[src/design/eturx_pkg.sv]
`timescale 1ns / 1ps
// ----------------------------------------------------------------------------
// eturx_pkg
// Shared types, codes and ring helpers of the edge timing serial receiver.
// ----------------------------------------------------------------------------
package eturx_pkg;

    localparam int RING_DEPTH = 256;
    localparam int IDX_W      = $clog2(RING_DEPTH);
    localparam logic [IDX_W-1:0] RING_LAST = IDX_W'(RING_DEPTH - 1);
    localparam logic [IDX_W-1:0] IDX_RESET = IDX_W'(1);

    localparam int CFG_IDX_W  = 3;
    localparam int CFG_DATA_W = 11;

    localparam logic [CFG_IDX_W-1:0] CFG_BIT_TIME       = 3'd0;
    localparam logic [CFG_IDX_W-1:0] CFG_LONGEST_PERIOD = 3'd1;
    localparam logic [CFG_IDX_W-1:0] CFG_DOWN_SHIFT     = 3'd2;
    localparam logic [CFG_IDX_W-1:0] CFG_UP_SHIFT       = 3'd3;
    localparam logic [CFG_IDX_W-1:0] CFG_INVERT_LINE    = 3'd4;

    localparam logic [7:0]  BIT_TIME_RESET   = 8'd13;
    localparam logic [10:0] LONGEST_RESET    = 11'd58;
    localparam logic [1:0]  DOWN_SHIFT_RESET = 2'd0;
    localparam logic [1:0]  UP_SHIFT_RESET   = 2'd1;
    localparam logic        INVERT_RESET     = 1'b1;

    localparam logic [7:0] DUR_SATURATED = 8'd255;
    localparam logic [3:0] BITS_PER_BYTE = 4'd8;

    typedef enum logic [1:0] {
        OP_EDGE     = 2'd0,
        OP_GET      = 2'd1,
        OP_STOP     = 2'd2,
        OP_RESERVED = 2'd3
    } op_t;

    typedef enum logic [2:0] {
        ST_BYTE       = 3'd0,
        ST_EMPTY      = 3'd1,
        ST_INCOMPLETE = 3'd2,
        ST_BREAK      = 3'd3,
        ST_FRAMING    = 3'd4,
        ST_STORED     = 3'd5,
        ST_OVERFLOW   = 3'd6,
        ST_SYNC_DROP  = 3'd7
    } status_t;

    typedef enum logic [3:0] {
        CMD_NONE,
        CMD_LOAD_IN,
        CMD_EDGE,
        CMD_STOP,
        CMD_BAD_OP,
        CMD_GET_START,
        CMD_LOAD_LD,
        CMD_BIT_STEP,
        CMD_LOAD_SHIFT,
        CMD_TAIL,
        CMD_POST,
        CMD_PUBLISH
    } cmd_t;

    typedef enum logic [3:0] {
        S_IDLE,
        S_DISPATCH,
        S_WAIT_FIRST,
        S_LOAD_FIRST,
        S_BIT,
        S_WAIT_NEXT,
        S_LOAD_NEXT,
        S_TAIL,
        S_POST,
        S_FINISH
    } state_t;

    typedef struct packed {
        op_t  op;
        logic get_early;
        logic step_over;
        logic step_head;
        logic bits_last;
        logic tail_fail;
        logic out_free;
    } dp_status_t;

    function automatic logic [IDX_W-1:0] ring_next(input logic [IDX_W-1:0] idx);
        ring_next = (idx == RING_LAST) ? '0 : idx + IDX_W'(1);
    endfunction

endpackage

[src/design/edge_timing_uart_receiver_unit.sv]
`timescale 1ns / 1ps
// ----------------------------------------------------------------------------
// edge_timing_uart_receiver_unit
// 8N1 serial receiver that rebuilds bytes from timed line edges.
//
// Input channel (in_valid / in_stall): one word per operation. An edge word
// stores the scaled duration of the period just ended, a stop word closes the
// ring on a high period, a get word rebuilds one byte from stored periods.
// Output channel (out_valid / out_stall): one result word per input word,
// status plus rx_byte. Configuration is written through cfg_write; the user
// must do so only while idle, as the block itself does not enforce it.
// Edge, stop and reserved words pass a dispatch and a finish state before the
// result is registered in the output register; the next word can be taken
// as soon as that result shows. A get on an empty ring or on a single stored
// period takes the same path; otherwise it walks the ring, one registered read
// per period, through the bits, then a tail state and, if that passes, a post.
// One word is worked on at a time; a new word is taken once the result sits
// in the output register, even while out_stall holds it there.
// Reset sets both ring indexes to one (a stop bit is presumed) and loads
// the configuration defaults; the ring itself is not cleared. While out_stall
// is high a finished result waits and the next word stalls at its end.
// ----------------------------------------------------------------------------
module edge_timing_uart_receiver_unit
(
    input  logic                              clk,
    input  logic                              rst_n,
    input  logic                              in_valid,
    output logic                              in_stall,
    input  logic [1:0]                        operation,
    input  logic                              pin_level,
    input  logic [15:0]                       elapsed_ticks,
    output logic                              out_valid,
    input  logic                              out_stall,
    output logic [2:0]                        status,
    output logic [7:0]                        rx_byte,
    input  logic                              cfg_write,
    input  logic [eturx_pkg::CFG_IDX_W-1:0]   cfg_index,
    input  logic [eturx_pkg::CFG_DATA_W-1:0]  cfg_data
);

    eturx_pkg::cmd_t       cmd;
    eturx_pkg::dp_status_t dp_status;

    eturx_ctrl u_ctrl
    (
        .clk       (clk),
        .rst_n     (rst_n),
        .in_valid  (in_valid),
        .in_stall  (in_stall),
        .dp_status (dp_status),
        .cmd       (cmd)
    );

    eturx_dpath u_dpath
    (
        .clk           (clk),
        .rst_n         (rst_n),
        .cmd           (cmd),
        .dp_status     (dp_status),
        .operation     (operation),
        .pin_level     (pin_level),
        .elapsed_ticks (elapsed_ticks),
        .cfg_write     (cfg_write),
        .cfg_index     (cfg_index),
        .cfg_data      (cfg_data),
        .out_valid     (out_valid),
        .out_stall     (out_stall),
        .status        (status),
        .rx_byte       (rx_byte)
    );

endmodule

[src/design/eturx_ctrl.sv]
`timescale 1ns / 1ps
// ----------------------------------------------------------------------------
// eturx_ctrl
// Sequencer: accepts a word, steps the datapath through an edge store, a stop,
// a reserved word or a byte rebuild, then hands the result to the output register.
// ----------------------------------------------------------------------------
module eturx_ctrl
(
    input  logic                   clk,
    input  logic                   rst_n,
    input  logic                   in_valid,
    output logic                   in_stall,
    input  eturx_pkg::dp_status_t  dp_status,
    output eturx_pkg::cmd_t        cmd
);

    eturx_pkg::state_t state_reg;
    eturx_pkg::state_t state_next;

    always_ff @(posedge clk or negedge rst_n)
    begin
        if (!rst_n)
        begin
            state_reg <= eturx_pkg::S_IDLE;
        end
        else
        begin
            state_reg <= state_next;
        end
    end

    always_comb
    begin
        state_next = state_reg;
        cmd        = eturx_pkg::CMD_NONE;
        in_stall   = 1'b1;
        case (state_reg)
            eturx_pkg::S_IDLE:
            begin
                in_stall = 1'b0;
                if (in_valid)
                begin
                    cmd        = eturx_pkg::CMD_LOAD_IN;
                    state_next = eturx_pkg::S_DISPATCH;
                end
            end
            eturx_pkg::S_DISPATCH:
            begin
                state_next = eturx_pkg::S_FINISH;
                case (dp_status.op)
                    eturx_pkg::OP_EDGE: cmd = eturx_pkg::CMD_EDGE;
                    eturx_pkg::OP_STOP: cmd = eturx_pkg::CMD_STOP;
                    eturx_pkg::OP_GET:
                    begin
                        cmd = eturx_pkg::CMD_GET_START;
                        if (!dp_status.get_early)
                        begin
                            state_next = eturx_pkg::S_WAIT_FIRST;
                        end
                    end
                    default: cmd = eturx_pkg::CMD_BAD_OP;
                endcase
            end
            eturx_pkg::S_WAIT_FIRST:
            begin
                state_next = eturx_pkg::S_LOAD_FIRST;
            end
            eturx_pkg::S_LOAD_FIRST:
            begin
                cmd        = eturx_pkg::CMD_LOAD_LD;
                state_next = eturx_pkg::S_BIT;
            end
            eturx_pkg::S_BIT:
            begin
                cmd = eturx_pkg::CMD_BIT_STEP;
                if (dp_status.step_over)
                begin
                    state_next = dp_status.step_head ? eturx_pkg::S_TAIL
                                                     : eturx_pkg::S_WAIT_NEXT;
                end
                else
                begin
                    state_next = dp_status.bits_last ? eturx_pkg::S_TAIL
                                                     : eturx_pkg::S_BIT;
                end
            end
            eturx_pkg::S_WAIT_NEXT:
            begin
                state_next = eturx_pkg::S_LOAD_NEXT;
            end
            eturx_pkg::S_LOAD_NEXT:
            begin
                cmd        = eturx_pkg::CMD_LOAD_SHIFT;
                state_next = dp_status.bits_last ? eturx_pkg::S_TAIL : eturx_pkg::S_BIT;
            end
            eturx_pkg::S_TAIL:
            begin
                cmd        = eturx_pkg::CMD_TAIL;
                state_next = dp_status.tail_fail ? eturx_pkg::S_FINISH : eturx_pkg::S_POST;
            end
            eturx_pkg::S_POST:
            begin
                cmd        = eturx_pkg::CMD_POST;
                state_next = eturx_pkg::S_FINISH;
            end
            eturx_pkg::S_FINISH:
            begin
                if (dp_status.out_free)
                begin
                    cmd        = eturx_pkg::CMD_PUBLISH;
                    state_next = eturx_pkg::S_IDLE;
                end
            end
            default:
            begin
                state_next = eturx_pkg::S_IDLE;
            end
        endcase
    end

endmodule

[src/design/eturx_dpath.sv]
`timescale 1ns / 1ps
// ----------------------------------------------------------------------------
// eturx_dpath
// Datapath: configuration, duration ring, ring indexes, bit walk registers
// and the output register.
// ----------------------------------------------------------------------------
module eturx_dpath
(
    input  logic                              clk,
    input  logic                              rst_n,
    input  eturx_pkg::cmd_t                   cmd,
    output eturx_pkg::dp_status_t             dp_status,
    input  logic [1:0]                        operation,
    input  logic                              pin_level,
    input  logic [15:0]                       elapsed_ticks,
    input  logic                              cfg_write,
    input  logic [eturx_pkg::CFG_IDX_W-1:0]   cfg_index,
    input  logic [eturx_pkg::CFG_DATA_W-1:0]  cfg_data,
    output logic                              out_valid,
    input  logic                              out_stall,
    output logic [2:0]                        status,
    output logic [7:0]                        rx_byte
);

    localparam int IW = eturx_pkg::IDX_W;

    // configuration
    logic [7:0]  bit_time_reg;
    logic [10:0] longest_reg;
    logic [1:0]  down_shift_reg;
    logic [1:0]  up_shift_reg;
    logic        invert_reg;

    // control state
    logic [IW-1:0] wr_idx_reg, wr_idx_next;
    logic [IW-1:0] rd_idx_reg, rd_idx_next;
    logic          out_valid_reg, out_valid_next;

    // payload
    eturx_pkg::op_t     op_reg, op_next;
    logic               level_reg, level_next;
    logic [15:0]        ticks_reg, ticks_next;
    logic [IW-1:0]      curr_reg, curr_next;
    logic [7:0]         cbt_reg, cbt_next;
    logic [3:0]         bits_reg, bits_next;
    logic [7:0]         data_reg, data_next;
    logic [7:0]         ld_reg, ld_next;
    eturx_pkg::status_t res_status_reg, res_status_next;
    logic [7:0]         res_byte_reg, res_byte_next;
    eturx_pkg::status_t out_status_reg, out_status_next;
    logic [7:0]         out_byte_reg, out_byte_next;

    logic [7:0] ring_mem [eturx_pkg::RING_DEPTH];
    logic [7:0] rd_data_reg;
    logic       ring_we;

    logic [7:0]    dur_shifted;
    logic [7:0]    scaled;
    logic [7:0]    half;
    logic [7:0]    ld_raw;
    logic [7:0]    load_val;
    logic [7:0]    cbt_sum;
    logic [IW-1:0] wr_idx_inc;
    logic [IW-1:0] rd_idx_inc;
    logic [IW-1:0] curr_inc;
    logic [11:0]   tail_thr;
    logic [7:0]    data_fill;
    logic          tail_fail;
    logic [IW-1:0] post_idx;

    // tick scaling
    always_comb
    begin
        dur_shifted = 8'(ticks_reg >> down_shift_reg);
        if (ticks_reg > {5'd0, longest_reg})
        begin
            scaled = eturx_pkg::DUR_SATURATED;
        end
        else
        begin
            scaled = dur_shifted << up_shift_reg;
        end
    end

    assign half       = bit_time_reg >> 1;
    assign ld_raw     = (rd_data_reg < half) ? bit_time_reg : rd_data_reg;
    assign load_val   = ld_raw - half;
    assign cbt_sum    = cbt_reg + bit_time_reg;
    assign wr_idx_inc = eturx_pkg::ring_next(wr_idx_reg);
    assign rd_idx_inc = eturx_pkg::ring_next(rd_idx_reg);
    assign curr_inc   = eturx_pkg::ring_next(curr_reg);
    assign tail_thr   = 12'(bits_reg) * 12'(bit_time_reg) + 12'(half);
    assign data_fill  = (data_reg >> bits_reg) | ~(8'hFF >> bits_reg);
    assign tail_fail  = (bits_reg != 4'd0)
                        && (!curr_reg[0] || ({4'd0, scaled} < tail_thr));
    assign post_idx   = (cbt_sum > ld_reg) ? curr_inc : curr_reg;

    assign dp_status.op        = op_reg;
    assign dp_status.get_early = (rd_idx_reg == wr_idx_reg) || (rd_idx_inc == wr_idx_reg);
    assign dp_status.step_over = cbt_sum > ld_reg;
    assign dp_status.step_head = curr_inc == wr_idx_reg;
    assign dp_status.bits_last = bits_reg == 4'd1;
    assign dp_status.tail_fail = tail_fail;
    assign dp_status.out_free  = !out_valid_reg || !out_stall;

    always_comb
    begin
        wr_idx_next     = wr_idx_reg;
        rd_idx_next     = rd_idx_reg;
        op_next         = op_reg;
        level_next      = level_reg;
        ticks_next      = ticks_reg;
        curr_next       = curr_reg;
        cbt_next        = cbt_reg;
        bits_next       = bits_reg;
        data_next       = data_reg;
        ld_next         = ld_reg;
        res_status_next = res_status_reg;
        res_byte_next   = res_byte_reg;
        out_status_next = out_status_reg;
        out_byte_next   = out_byte_reg;
        out_valid_next  = out_valid_reg && out_stall;
        ring_we         = 1'b0;
        case (cmd)
            eturx_pkg::CMD_LOAD_IN:
            begin
                op_next    = eturx_pkg::op_t'(operation);
                level_next = pin_level;
                ticks_next = elapsed_ticks;
            end
            eturx_pkg::CMD_EDGE:
            begin
                res_byte_next = 8'd0;
                if (wr_idx_inc == rd_idx_reg)
                begin
                    res_status_next = eturx_pkg::ST_OVERFLOW;
                end
                else if (wr_idx_reg[0] == (level_reg ^ invert_reg))
                begin
                    res_status_next = eturx_pkg::ST_SYNC_DROP;
                end
                else
                begin
                    ring_we         = 1'b1;
                    wr_idx_next     = wr_idx_inc;
                    res_status_next = eturx_pkg::ST_STORED;
                end
            end
            eturx_pkg::CMD_STOP:
            begin
                wr_idx_next     = wr_idx_reg | IW'(1);
                res_status_next = eturx_pkg::ST_STORED;
                res_byte_next   = 8'd0;
            end
            eturx_pkg::CMD_BAD_OP:
            begin
                res_status_next = eturx_pkg::ST_SYNC_DROP;
                res_byte_next   = 8'd0;
            end
            eturx_pkg::CMD_GET_START:
            begin
                res_byte_next = 8'd0;
                if (rd_idx_reg == wr_idx_reg)
                begin
                    res_status_next = eturx_pkg::ST_EMPTY;
                end
                else if (rd_idx_inc == wr_idx_reg)
                begin
                    res_status_next = eturx_pkg::ST_INCOMPLETE;
                end
                curr_next = rd_idx_inc;
                cbt_next  = 8'd0;
                bits_next = eturx_pkg::BITS_PER_BYTE;
                data_next = 8'd0;
            end
            eturx_pkg::CMD_LOAD_LD:
            begin
                ld_next = load_val;
            end
            eturx_pkg::CMD_BIT_STEP:
            begin
                if (cbt_sum > ld_reg)
                begin
                    // period used up, move on to the next stored period
                    cbt_next  = 8'd0;
                    curr_next = curr_inc;
                end
                else
                begin
                    cbt_next  = cbt_sum;
                    data_next = {curr_reg[0], data_reg[7:1]};
                    bits_next = bits_reg - 4'd1;
                end
            end
            eturx_pkg::CMD_LOAD_SHIFT:
            begin
                ld_next   = load_val;
                data_next = {curr_reg[0], data_reg[7:1]};
                bits_next = bits_reg - 4'd1;
            end
            eturx_pkg::CMD_TAIL:
            begin
                if (tail_fail)
                begin
                    res_status_next = eturx_pkg::ST_INCOMPLETE;
                    res_byte_next   = 8'd0;
                end
                else if (bits_reg != 4'd0)
                begin
                    // remaining bits come from the high period in progress
                    data_next = data_fill;
                    ld_next   = scaled;
                end
            end
            eturx_pkg::CMD_POST:
            begin
                if (post_idx[0])
                begin
                    rd_idx_next     = post_idx;
                    res_status_next = eturx_pkg::ST_BYTE;
                    res_byte_next   = data_reg;
                end
                else
                begin
                    rd_idx_next     = eturx_pkg::ring_next(post_idx);
                    res_status_next = (data_reg == 8'd0) ? eturx_pkg::ST_BREAK
                                                         : eturx_pkg::ST_FRAMING;
                    res_byte_next   = 8'd0;
                end
            end
            eturx_pkg::CMD_PUBLISH:
            begin
                out_status_next = res_status_reg;
                out_byte_next   = res_byte_reg;
                out_valid_next  = 1'b1;
            end
            default:
            begin
            end
        endcase
    end

    always_ff @(posedge clk or negedge rst_n)
    begin
        if (!rst_n)
        begin
            bit_time_reg   <= eturx_pkg::BIT_TIME_RESET;
            longest_reg    <= eturx_pkg::LONGEST_RESET;
            down_shift_reg <= eturx_pkg::DOWN_SHIFT_RESET;
            up_shift_reg   <= eturx_pkg::UP_SHIFT_RESET;
            invert_reg     <= eturx_pkg::INVERT_RESET;
            wr_idx_reg     <= eturx_pkg::IDX_RESET;
            rd_idx_reg     <= eturx_pkg::IDX_RESET;
            out_valid_reg  <= 1'b0;
        end
        else
        begin
            wr_idx_reg    <= wr_idx_next;
            rd_idx_reg    <= rd_idx_next;
            out_valid_reg <= out_valid_next;
            if (cfg_write)
            begin
                case (cfg_index)
                    eturx_pkg::CFG_BIT_TIME:       bit_time_reg   <= cfg_data[7:0];
                    eturx_pkg::CFG_LONGEST_PERIOD: longest_reg    <= cfg_data;
                    eturx_pkg::CFG_DOWN_SHIFT:     down_shift_reg <= cfg_data[1:0];
                    eturx_pkg::CFG_UP_SHIFT:       up_shift_reg   <= cfg_data[1:0];
                    eturx_pkg::CFG_INVERT_LINE:    invert_reg     <= cfg_data[0];
                    default:
                    begin
                    end
                endcase
            end
        end
    end

    always_ff @(posedge clk)
    begin
        op_reg         <= op_next;
        level_reg      <= level_next;
        ticks_reg      <= ticks_next;
        curr_reg       <= curr_next;
        cbt_reg        <= cbt_next;
        bits_reg       <= bits_next;
        data_reg       <= data_next;
        ld_reg         <= ld_next;
        res_status_reg <= res_status_next;
        res_byte_reg   <= res_byte_next;
        out_status_reg <= out_status_next;
        out_byte_reg   <= out_byte_next;
    end

    // duration ring, one write and one registered read port
    always_ff @(posedge clk)
    begin
        if (ring_we)
        begin
            ring_mem[wr_idx_reg] <= scaled;
        end
        rd_data_reg <= ring_mem[curr_reg];
    end

    assign out_valid = out_valid_reg;
    assign status    = out_status_reg;
    assign rx_byte   = out_byte_reg;

endmodule

[config.mk]
export PLATFORM = sky130hd
export DESIGN_NAME = edge_timing_uart_receiver_unit
export DESIGN_NICKNAME = d
export VERILOG_FILES = /design/src/design/eturx_pkg.sv /design/src/design/edge_timing_uart_receiver_unit.sv /design/src/design/eturx_ctrl.sv /design/src/design/eturx_dpath.sv
export SDC_FILE = /design/constraint.sdc
export NUM_CORES = 2
export LEC_CHECK = 0
export ABC_AREA = 1
export BUFFER_PORTS_ARGS = -buffer_cell sky130_fd_sc_hd__buf_2
export CORE_ASPECT_RATIO = 1.5
export CORE_MARGIN = 5
export CORE_UTILIZATION = 55
export CTS_CLUSTER_SIZE = 25
export DETAILED_ROUTE_END_ITERATION = 12
export PLACE_DENSITY = 0.81
export SYNTH_ARGS = -nofsm -noshare
export SYNTH_HDL_FRONTEND = slang
export SYNTH_HIERARCHICAL = 1
export SYNTH_SLANG_ARGS = --single-unit
[constraint.sdc]
create_clock -name clk -period 29.1 [get_ports clk]
set_clock_uncertainty 0.15 [all_clocks]
set_input_delay 5.82 -clock clk [delete_from_list [all_inputs] [get_ports clk]]
set_output_delay 5.82 -clock clk [all_outputs]
set_load 0.01 [all_outputs]
==> impl_metrics.json <==
{
  "die_w_um": 342,
  "io_pins": 51,
  "fin_nets": 7451,
  "dr.max_layer_used": "met4",
  "yosysWarnings": 6,
  "area_growth_pct": 8.38,
  "dr.pass1.iters": 10,
  "synth.most_common_cell": "edfxtp_1",
  "drt_iter0_markers": 9006,
  "yosys.area.top_type_share_pct": 70.2,
  "fillers": 12070,
  "antenna_found_initial": 5,
  "worstPathArrival_ns": 9.32,
  "synthFlopType": "edfxtp_1",
  "hold_class": "reg2reg",
  "gp_congestion": 0.975,
  "rsz0062_at_grt": "no",
  "clockBufferDepth": 3,
  "core_area_um2": 164000,
  "overflow": 0,
  "avgSynthCellArea_um2": 12.1,
  "finalSetupViolCount": 0,
  "p_leak_nw": 30.1,
  "ys_seq_area_share_pct": 71.7,
  "synth.top_cells.by_count": "edfxtp_1 (2,125), nor2_1 (1,583), o21ai_0 (1,377), o22ai_1 (617), nand2_1 (429)",
  "syn-cell-area_um2": 90900,
  "grt_pass1_wl_um": 371000,
  "insertion_delay_ns": 0.83,
  "grt_pass1_vias": 61007,
  "cap_violations": 0,
  "syn_nets": 7657,
  "wl_per_cell_um": 26.2,
  "rows": 182,
  "clk_pin_slew_ns": 0.06,
  "cts_tree": "yes",
  "slew-limit-headroom_pct": 7.11,
  "die-height_um": 508,
  "synth.ff_latch_count": 2178,
  "grtUsageTotal_pct": 28.4,
  "critPathRequiredTime_ns": 29.38,
  "wl_met1_um": 83500,
  "vias": 62883,
  "largest_reg_flops": 2048,
  "cts_sinks": 2178,
  "layout_min_cycle_time_ns": 9.04,
  "yosysTopAreaCell": "edfxtp_1",
  "r2r_slack_ns": 23.67,
  "fin_util_pct": 60.0,
  "finalCritPeriodShare_pct": 31.1,
  "antenna_left": 0,
  "dr_wl_met2_um": 122000,
  "start_util_pct": 55.3,
  "dieArea_um2": 174000,
  "grt_max_degree": 306,
  "route.detailed.drc": 0,
  "cp-start-kind": "input pin",
  "ys_types": 58,
  "holdWs_ns": 0.270,
  "path_class": "in2reg",
  "slew_violations": 0,
  "root_buffer": "clkbuf_16",
  "synthTopCellsByArea": "edfxtp_1 (70%), o21ai_0 (7.6%), nor2_1 (6.5%)",
  "synthArstFlopShare_pct": 2.07,
  "worstPathMaxFanout": 48,
  "portBuffers": 50,
  "drive_above_1_share_pct": 6.60,
  "worstMarginPinSlew_ns": 1.39,
  "synth_edf_count": 2125,
  "placed_cells": 9338,
  "cts_buffers": 179,
  "place_hpwl_um": 150000,
  "fmax_ghz": 0.111,
  "hold_buffers": 0,
  "multi_input_area_um2": 22800,
  "fin_cells": 9663,
  "endpoint_kind": "register",
  "post_cts_buffers": 0,
  "p_per_area_nw_per_um2": 85.7,
  "post_cts_resized": 0,
  "regArea_um2": 65100,
  "htreeDepth": 4,
  "wirelength_um": 253000,
  "tns_ns": 0,
  "vdd_drop_max_mv": 0.0871,
  "outcome": "completed",
  "final_hold_viol_count": 0,
  "netlist_instances": 7517,
  "vias_per_cell": 6.51,
  "met3_length_um": 26300
}
-- stage by stage --
| step | power (mW) | area (µm²) | setup WS [ns] |
|---|---|---|---|
| 2_1_floorplan | 5.25 | 90900 | 8.25 |
| 3_3_place_gp | 5.96 | 92600 | 19.42 |
| 3_5_place_dp | 5.99 | 92600 | 19.31 |
| 4_1_cts | 8.38 | 98500 | 20.15 |
| 5_1_grt | 8.76 | 98500 | 19.87 |
| 6_report | 8.44 | 98500 | 20.06 |
-- cells in the final DEF (no fill, tap or decap), types with 34 or more instances in the layout --
cell type | synthesis | layout
a21oi_1 | 69 | 69
buf_2 | 96 | 50
clkinv_1 | 6 | 40
buf_4 | 17 | 74
edfxtp_1 | 2125 | 2125
clkbuf_16 | 0 | 182
clkbuf_1 | 375 | 38
o22ai_1 | 617 | 617
inv_1 | 212 | 209
nor2_1 | 1583 | 1580
nand3_1 | 175 | 162
nand2_1 | 429 | 423
ha_1 | 82 | 82
o21ai_0 | 1377 | 1377
nor3_1 | 63 | 63
dfrtp_1 | 34 | 34
-- critical path, cell delays in order --
cell and delay, ns:
buf_2 0.10, nand2_1 0.11, nand4_1 0.13, o21a_1 0.14, nand3_1 0.15, inv_1 0.10
nor2_1 0.09, inv_1 0.07, nor2_1 0.20, nand3_4 0.32, inv_4 0.62, nand2_2 0.08
buf_4 0.38, nor3_1 0.95
-- cells by family (layout without fill, tap and decap cells) --
family	count (synthesis)	after routing	synth area share [%]
compound gates	2109	2109	12.6
xor+xnor	37	37	0.357
fa+ha+maj	102	102	1.57
buf+inv	750	685	3.37
flops	2178	2178	71.7
mux	3	3	0.0344
other cells	0	3	0
simple gates	2338	2338	10.4
-- routing by layer --
| layer | up-vias | GRT usage, % |
|---|---|---|
| met5 | - | 0 |
| met4 | 0 | 20.3 |
| met3 | 1139 | 4.87 |
| met2 | 4741 | 47.5 |
| met1 | 30070 | 33.5 |
| li1 | 26933 | - |
-- power breakdown --
group | switching [mW] | internal [mW] | total, mW
Clock | 1.09 | 1.33 | 2.42
Sequential | 0.0859 | 3.61 | 3.70
Combinational | 1.71 | 0.607 | 2.32
Total | 2.89 | 5.55 | 8.44
-- area by class of cell --
type / count / area share (%)
Sequential cell: 2178 / 66.1
Multi-Input combinational cell: 4589 / 23.2
Clock buffer: 221 / 4.78
Tap cell: 2208 / 2.81
Clock inverter: 101 / 1.17
Timing Repair Buffer: 134 / 1.02
Inverter: 229 / 0.902
Antenna cell: 3 / 0.00762
-- final timing paths --
check                                   startpoint                 endpoint  depth (start not counted)
setup / recovery                         out_stall  u_dpath/ring_mem[13][0]                         14
hold / removal             u_dpath/res_byte_reg[0]       u_dpath/rx_byte[0]                          0
setup reg to reg               u_dpath/bits_reg[1]  u_dpath/res_byte_reg[2]                         20
hold reg to reg            u_dpath/res_byte_reg[0]       u_dpath/rx_byte[0]                          0
max in group asynchronous                    rst_n    u_dpath/wr_idx_reg[3]                          2
min in group asynchronous                    rst_n      u_ctrl/state_reg[1]                          2
Power figures use the tool's default switching activity.
